===== src/hw/rtl/mfr_pkg.sv =====
// Shared types, constants and byte compare helpers of the 3x3 RGB median filter.
// Used by every module of the block; depends on nothing.
package mfr_pkg;

   localparam int CSR_IDX_W = 2;
   localparam int CSR_DAT_W = 16;
   localparam int FW_W      = 12;
   localparam int FH_W      = 16;
   localparam int PIX_W     = 32;

   localparam logic [CSR_IDX_W-1:0] REG_FRAME_WIDTH   = 2'd0;
   localparam logic [CSR_IDX_W-1:0] REG_FRAME_HEIGHT  = 2'd1;
   localparam logic [CSR_IDX_W-1:0] REG_ALPHA_PRESENT = 2'd2;

   localparam logic KIND_PIXEL = 1'b0;
   localparam logic KIND_DRAIN = 1'b1;

   typedef struct packed {
      logic       kind;
      logic [7:0] in_red;
      logic [7:0] in_green;
      logic [7:0] in_blue;
      logic [7:0] in_alpha;
   } req_type;

   typedef struct packed {
      logic [7:0] out_red;
      logic [7:0] out_green;
      logic [7:0] out_blue;
      logic [7:0] out_alpha;
      logic       end_of_row;
      logic       end_of_frame;
   } rsp_type;

   // one window column, raw packed pixels, oldest row on top
   typedef struct packed {
      logic [PIX_W-1:0] top;
      logic [PIX_W-1:0] mid;
      logic [PIX_W-1:0] bot;
   } col_type;

   // column sorted per channel (index 0 red, 1 green, 2 blue)
   typedef struct packed {
      logic [2:0][7:0] lo;
      logic [2:0][7:0] mi;
      logic [2:0][7:0] hi;
   } sorted_type;

   // per-item control that travels down the pipeline
   typedef struct packed {
      logic emit;
      logic border;
      logic eor;
      logic eof;
      logic alpha_en;
   } ctl_type;

   function automatic logic [7:0] min3(input logic [7:0] a, input logic [7:0] b,
                                      input logic [7:0] c);
      logic [7:0] m;
      m = (a < b) ? a : b;
      return (m < c) ? m : c;
   endfunction

   function automatic logic [7:0] max3(input logic [7:0] a, input logic [7:0] b,
                                      input logic [7:0] c);
      logic [7:0] m;
      m = (a > b) ? a : b;
      return (m > c) ? m : c;
   endfunction

   function automatic logic [7:0] med3(input logic [7:0] a, input logic [7:0] b,
                                      input logic [7:0] c);
      logic [7:0] lo;
      logic [7:0] hi;
      lo = (a < b) ? a : b;
      hi = (a < b) ? b : a;
      return (c < lo) ? lo : ((c > hi) ? hi : c);
   endfunction

endpackage


===== src/hw/rtl/mfr_column_cell.sv =====
// One column of the 3x3 window: holds the raw column, hands it to the older
// neighbor and presents it sorted per channel. Uses mfr_pkg.
module mfr_column_cell (
   input  logic                 clock,
   input  logic                 reset,
   input  logic                 load,
   input  mfr_pkg::col_type     col_in,
   output mfr_pkg::col_type     col_ff,
   output mfr_pkg::sorted_type  sorted
);

   always_ff @(posedge clock) begin
      if (reset) begin
         col_ff <= '0;
      end else if (load) begin
         col_ff <= col_in;
      end
   end

   always_comb begin
      for (int ch = 0; ch < 3; ch++) begin
         sorted.lo[ch] = mfr_pkg::min3(col_ff.top[8*ch +: 8], col_ff.mid[8*ch +: 8],
                                       col_ff.bot[8*ch +: 8]);
         sorted.mi[ch] = mfr_pkg::med3(col_ff.top[8*ch +: 8], col_ff.mid[8*ch +: 8],
                                       col_ff.bot[8*ch +: 8]);
         sorted.hi[ch] = mfr_pkg::max3(col_ff.top[8*ch +: 8], col_ff.mid[8*ch +: 8],
                                       col_ff.bot[8*ch +: 8]);
      end
   end

endmodule

===== config.mk =====
export PLATFORM = sky130hd
export DESIGN_NAME = mfr_column_cell
export DESIGN_NICKNAME = d
export VERILOG_FILES = /design/src/hw/rtl/mfr_pkg.sv /design/src/hw/rtl/mfr_column_cell.sv
export SDC_FILE = /design/constraint.sdc
export NUM_CORES = 1
export LEC_CHECK = 0
export BUFFER_PORTS_ARGS = -buffer_cell sky130_fd_sc_hd__buf_4
export CAP_MARGIN = 20
export CORE_MARGIN = 3
export CORE_UTILIZATION = 51
export DETAILED_ROUTE_END_ITERATION = 7
export MAX_ROUTING_LAYER = met4
export PLACE_DENSITY_LB_ADDON = 0.08
export SETUP_SLACK_MARGIN = 0.1
export SYNTH_ARGS = -nofsm -noshare
export SYNTH_HDL_FRONTEND = slang
export SYNTH_SLANG_ARGS = --single-unit

===== constraint.sdc =====
create_clock -name clock -period 5.35 [get_ports clock]
set_input_delay 0.2675 -clock clock [delete_from_list [all_inputs] [get_ports clock]]
set_output_delay 0.2675 -clock clock [all_outputs]
set_load 0.1 [all_outputs]

==> results.cfg, run 1 <==
[run_status]
status = finished, final reports clean

[run]
max_cap_viol_count = 0

[cts]
cts-root-buf = clkbuf_16
max-clock-path-buffers = 2
ctsHtreeMaxLevel = 3
cts.clk_slew.worst_paths_ns = 0.08
cts_tree = built
cts_buffers = 9
cts.sink_count = 96
clock_latency_ns = 0.34
ctsHoldBuffers = 0

[logic_synthesis]
synth_edf_count = 0
ys_seq_area_share_pct = 26.1
yosysTopAreaCell = dfxtp_1
synth_ff_type = dfxtp_1
syn_area_per_cell_um2 = 8.61
netlist-cell-type-count = 43
yosysMostFrequentCell = nor2_1
netlist.area_leader.share_pct = 26.1
async_flop_share_pct = 0
ys_ff_latch = 96
syn_inst = 856
synth_area_leaders = dfxtp_1, mux2i_1, ha_1
synth_area_um2 = 7370
ys_warn_count = 0
synth_nets = 1051
synth_common_cells = nor2_1, mux2i_1, dfxtp_1, ha_1, a21oi_1

[timing]
hold_viol = 0
fin_crit_ns = 4.93
setup_violations = 0
period_share_pct = 92.2
max_freq_mhz = 203
timing.slew.headroom_pct = 34.0
grt_setup_unrepaired = false
fin_worst_skew_ns = 0
max_slew.worst_pin.slew_ns = 0.991
maxSlewViolCount = 0

[die]
core_um2 = 14000
die_w_um = 126
rows = 43
ios = 267
die_y_um = 126
die_area_um2 = 15900
start_util_pct = 52.7

[power_and_ir_drop]
p_total_mw = 4.98
p_per_area_nw_per_um2 = 496
ir_worst_vdd_uv = 753
p_leak_nw = 5.01

[layout]
ff_latch_area_um2 = 1920
drive_above_1_share_pct = 36.2
multi_input_area_um2 = 5290
fin_cells = 1294
diodes = 0
nNetsFinal = 1304
largest-register = col_ff
fin_area_um2 = 10000
areaGrowthSynthToFinish_pct = 36.1
largest_register_ffs = 96
utilization_pct = 71.8
top_regs = col_ff (96)
fillers = 1162

[worst_hold_path]
worstHoldPathType = in2reg

[global_route]
grt_first_pass_wirelength_um = 35100
antenna_found_initial = 0
overflow = 0
grt_use_total_pct = 27.6
grt_pass1_vias = 6744
grt_max_degree = 97

[detailed_routing]
firstDrtPassIters = 7
vias_per_cell = 5.60
antenna_left = 0
vias = 7252
drtIter0Drc = 494
routedWlPerCell_um = 17.5
drcViolationCount = 0
wirelength_um = 22700

[critical_path]
slowest_stage = a211o_1
path_delay_family = compound AO/OA/AOI/OAI gates
cp_num_buf_inv = 2
start_kind = flip-flop
crit_fanout = 12
cp_common_cell = ha_1
cp-end-kind = output port
required_ns = 5.08
critPathMaxStageDelay_ns = 0.43
arrival_ns = 4.67
crit_chain = inv_1 > ha_1 > nor2b_4 > o211ai_2 > a21oi_1 > a211o_1 > mux2_2 > ha_1 > and3_1 > a221o_1 > a21oi_4 > nor2_1 > mux2i_2 > o22ai_1 > nor2_4 > buf_4
crit_type = reg2out
r2r_slack_ns = 4.46

[place]
portBuffers = 266
dpl.hpwl_um = 17400
dp_cells = 1275
place_area_um2 = 9670
routabilityCongestion = 0.940
==> layout make-up <==
type,instances,area share [%]
Multi-Input combinational cell,675,52.7
Sequential cell,96,19.1
Timing Repair Buffer,278,20.8
Inverter,49,1.83
Clock inverter,7,0.972
Tap cell,180,2.24
Clock buffer,9,2.24
==> worst paths after layout <==
path | from | to | depth (start not counted)
worst max register to register | col_ff[16]$_SDFFE_PP0P_ | col_ff[16]$_SDFFE_PP0P_ | 2
worst min register to register | col_ff[93]$_SDFFE_PP0P_ | col_ff[93]$_SDFFE_PP0P_ | 2
worst min-delay path | col_in[58] | col_ff[58]$_SDFFE_PP0P_ | 3
worst max-delay path | col_ff[49]$_SDFFE_PP0P_ | sorted[44] | 16
==> kinds of logic (layout without fill, tap and decap cells) <==
kind of cell | after synthesis | count (layout) | share of synthesized area [%]
AO/OA/AOI/OAI | 150 | 150 | 12.7
multiplexers | 177 | 177 | 25.7
buffers and inverters | 85 | 343 | 4.63
adder cells (fa/ha/maj) | 96 | 96 | 16.3
AND/OR/NAND/NOR | 252 | 252 | 14.6
flip-flops | 96 | 96 | 26.1
==> power by group <==
group | total, mW | switching, mW | internal [mW] | leakage [nW]
Combinational | 3.46 | 2.58 | 0.882 | 4.06
Sequential | 0.836 | 0.0790 | 0.757 | 0.793
Clock | 0.682 | 0.304 | 0.378 | 0.158
Total | 4.98 | 2.96 | 2.02 | 5.01
==> placed cells by master (no fill, tap or decap), types with 3 or more instances in the layout <==
cell type and count:
o21ai_0 17, nor2_1 149, o21a_1 3, mux2_2 38, mux2i_2 5, a211o_1 3, dfxtp_1 96, ha_1 96
o22ai_1 16, nor3_1 4, inv_8 3, nand3_1 8, nand4_1 20, mux2i_1 119, o21ai_2 6, nor2_2 10
a21oi_1 50, nand2b_1 3, o221a_2 8, nor2_4 8, inv_1 49, mux2_4 14, a21o_1 8, a21oi_2 11
nand2_1 32, nor2b_1 10, o21ai_1 9, buf_4 277, o211ai_1 8, clkbuf_16 9
==> per-stage QoR <==
stage,setup TNS (ns),setup slack [ns],hold slack (ns)
2_1_floorplan,-1.86,-0.653,0.415
3_3_place_gp,0,0.633,0.474
3_5_place_dp,0,0.508,0.486
4_1_cts,0,0.115,0.137
5_1_grt,0,0.118,0.149
6_report,0,0.417,0.150
==> per-layer routing <==
layer	GRT usage [%]	up-vias	wire length, um
met5	-	-	0
met4	6.62	0	393
met3	5.73	20	1690
met2	44.5	286	10700
met1	35.7	3374	9910
li1	-	3572	-
==> timing repair <==
item	CTS	global route
buffers inserted	0	3
endpoints found under the setup margin	0	34
gates resized for setup	0	6
==> worst reg2reg max path, delay by kind of cell, from the launching register on <==
family | cells | cell delay, ns
flip-flops | 1 | 0.59
multiplexers | 1 | 0.14
AND/OR/NAND/NOR | 1 | 0.11
Note: power is estimated with default switching activity, not from simulation.
==> run 2: changes to the inputs <==
--- a/config.mk
+++ b/config.mk
@@ -5,10 +5,12 @@
 export SDC_FILE = /design/constraint.sdc
 export NUM_CORES = 1
 export LEC_CHECK = 0
+export ABC_AREA = 1
 export BUFFER_PORTS_ARGS = -buffer_cell sky130_fd_sc_hd__buf_4
 export CAP_MARGIN = 20
+export CORE_ASPECT_RATIO = 0.9
 export CORE_MARGIN = 3
-export CORE_UTILIZATION = 51
+export CORE_UTILIZATION = 52
 export DETAILED_ROUTE_END_ITERATION = 7
 export MAX_ROUTING_LAYER = met4
 export PLACE_DENSITY_LB_ADDON = 0.08
==> run 2 against run 1 <==
Effect of this change:
- hold slack better by 0.0032 ns
- global-route usage up 1.3 points
- count of clock-buffer cells in the layout unchanged
- maximum frequency up 9.4%
- worst setup slack better by 0.42 ns
- non-clock buffer count down 10
- largest cell class unchanged
==> results.cfg, run 2 <==
[logic_synthesis]
synth-xor-area-share_pct = 0
netlist.area_leader.share_pct = 24.0
yosysMostFrequentCell = nand2_1
synth_ff_type = dfxtp_1
syn_area_per_cell_um2 = 6.57
synth-simple-area-share_pct = 34.1
synth_common_cells = nand2_1, inv_1, dfxtp_1, ha_1, nor2_1
syn_inst = 1221
ys_seq_area_share_pct = 24.0
synth_top_family_by_area = simple AND/OR/NAND/NOR gates
synth_fa_ha_area_share_pct = 15.0
synth_compound_area_share_pct = 17.7
ys_warn_count = 0
synth_edf_count = 0
muxShareOfSynthArea_pct = 0
ys_ff_latch = 96
synth_nets = 1416
synth_area_leaders = dfxtp_1, nand2_1, ha_1
yosysTopAreaCell = dfxtp_1
synth_area_um2 = 8020
async_flop_share_pct = 0
netlist-cell-type-count = 37

[layout]
areaGrowthSynthToFinish_pct = 28.7
drive_above_1_share_pct = 24.1
fillers = 1370
diodes = 0
ff_latch_area_um2 = 1920
layout_commonest_cell = nand2_1
nNetsFinal = 1648
utilization_pct = 69.2
top_regs = col_ff (96)
layout_common_cells = nand2_1, buf_4, inv_1, ha_1, dfxtp_1
largest_register_ffs = 96
fin_area_um2 = 10300
multi_input_area_um2 = 5360
largest-register = col_ff

[cts]
post-cts-setup-buffer-count = 0
cts-root-buf = clkbuf_16
cts_buffers = 9
cts.clk_slew.worst_paths_ns = 0.08
cts-resized-gates = 0
clock_latency_ns = 0.36
cts_tree = built
cts.sink_count = 96
ctsHtreeMaxLevel = 3
max-clock-path-buffers = 2
ctsHoldBuffers = 0

[die]
ios = 267
rows = 42
die_w_um = 137
core_um2 = 14900
die_y_um = 124
die_area_um2 = 17000
start_util_pct = 53.8

[detailed_routing]
routedWlPerCell_um = 14.9
firstDrtPassIters = 5
vias = 8747
wirelength_um = 24600
antenna_left = 0
drcViolationCount = 0
vias_per_cell = 5.28
drtIter0Drc = 516

[timing]
max_freq_mhz = 222
whs_ns = 0.153
setup_ws_ns = 0.840
fin_crit_ns = 4.51
maxSlewViolCount = 0
timing.slew.headroom_pct = 27.5
max_slew.worst_pin.slew_ns = 1.09
grt_setup_unrepaired = false
fin_worst_skew_ns = 0
setup_violations = 0
period_share_pct = 84.3
hold_viol = 0

[global_route]
grt_use_total_pct = 28.9
grt_max_degree = 97
grt_first_pass_wirelength_um = 38400
grt_pass1_vias = 7670
overflow = 0
antenna_found_initial = 0

[run]
max_cap_viol_count = 0

[critical_path]
required_ns = 5.08
cp-end-kind = output port
ff2ff_path_depth = 2
start_kind = flip-flop
cp_common_cell = nand2_1
slowest_stage = a21oi_2
crit_chain = inv_1 > ha_1 > a21oi_1 > o21a_1 > nand2_4 > nand2_1 > nand2_1 > and2_1 > ha_1 > nand2_1 > nor3b_1 > o21bai_1 > a21oi_2 > inv_2 > nand2_1 > nand2_1 > buf_4
critPathMaxStageDelay_ns = 0.42
arrival_ns = 4.24
crit_fanout = 33
crit_type = reg2out

[power_and_ir_drop]
ir_worst_vdd_uv = 506
p_total_mw = 5.17
p_leak_nw = 5.44
p_per_area_nw_per_um2 = 500

[worst_hold_path]
worstHoldPathType = in2reg
hold_depth = 3

[place]
portBuffers = 266
place_area_um2 = 10000
dpl.hpwl_um = 19200
routabilityCongestion = 0.947
post-place-ws_ns = 1.34

[run_status]
status = finished, final reports clean
## run 2: changes by cell type after synthesis, sizes merged, moves of 10 or more
cell	delta
o22ai	-17
nand2	+409
nor2b	-11
inv	+78
buf	+10
mux2i	-125
nand3	+65
nor2	-70
a21oi	+21
and2	+21
nand4	-11
mux2	-52
a211oi	+72
## run 2: worst paths after layout
kind	slack [ns]	from	endpoint
max	0.84	col_ff[45]$_SDFFE_PP0P_	sorted[12]
min	0.15	col_in[31]	col_ff[31]$_SDFFE_PP0P_
max reg2reg	4.38	col_ff[17]$_SDFFE_PP0P_	col_ff[17]$_SDFFE_PP0P_
min reg2reg	0.46	col_ff[59]$_SDFFE_PP0P_	col_ff[59]$_SDFFE_PP0P_
## run 2: logic make-up (layout without fill, tap and decap cells)
family,Yosys count,count (layout)
and+or+nand+nor,643,643
buffers and inverters,175,412
adders and majority gates,96,96
DFF,96,96
AOI/OAI and AO/OA,211,211
## run 2: layout make-up
| type | count | area share, % |
|---|---|---|
| multi-input combinational | 950 | 51.9 |
| timing repair buffer | 268 | 19.5 |
| sequential | 96 | 18.6 |
| inverter | 128 | 4.68 |
| tap | 198 | 2.40 |
| clock buffer | 9 | 2.18 |
| clock inverter | 7 | 0.787 |
## run 2: through the flow
step | instances | setup TNS [ns]
4_1_cts | 1656 | 0
3_3_place_gp | 1640 | 0
3_5_place_dp | 1640 | 0
5_1_grt | 1656 | 0
2_1_floorplan | 1221 | -1.63
6_report | 1656 | 0
## run 2: routing by layer
metal  share of wire [%]  up-vias  wire [um]  GRT usage, %
met4                 1.6        0        405          7.23
met3                 8.3       28       2060          5.13
met5                   0        -          0             -
met2                  46      309      11500          46.0
met1                  44     3943      10700          38.4
li1                    -     4467          -             -
## run 2: power by group
part / leakage [nW] / total, mW / internal (mW) / switching (mW)
clock: 0.150 / 0.679 / 0.336 / 0.343
sequential: 0.797 / 0.816 / 0.763 / 0.0533
combinational: 4.49 / 3.67 / 0.798 / 2.87
## run 2: critical path, delay by kind of cell, from the launching register on
family / cells / cell delay [ns]
AO/OA/AOI/OAI: 4 / 0.98
buffers and inverters: 3 / 0.54
adder cells (fa/ha/maj): 2 / 0.61
AND/OR/NAND/NOR: 8 / 1.34
flip-flops: 1 / 0.39
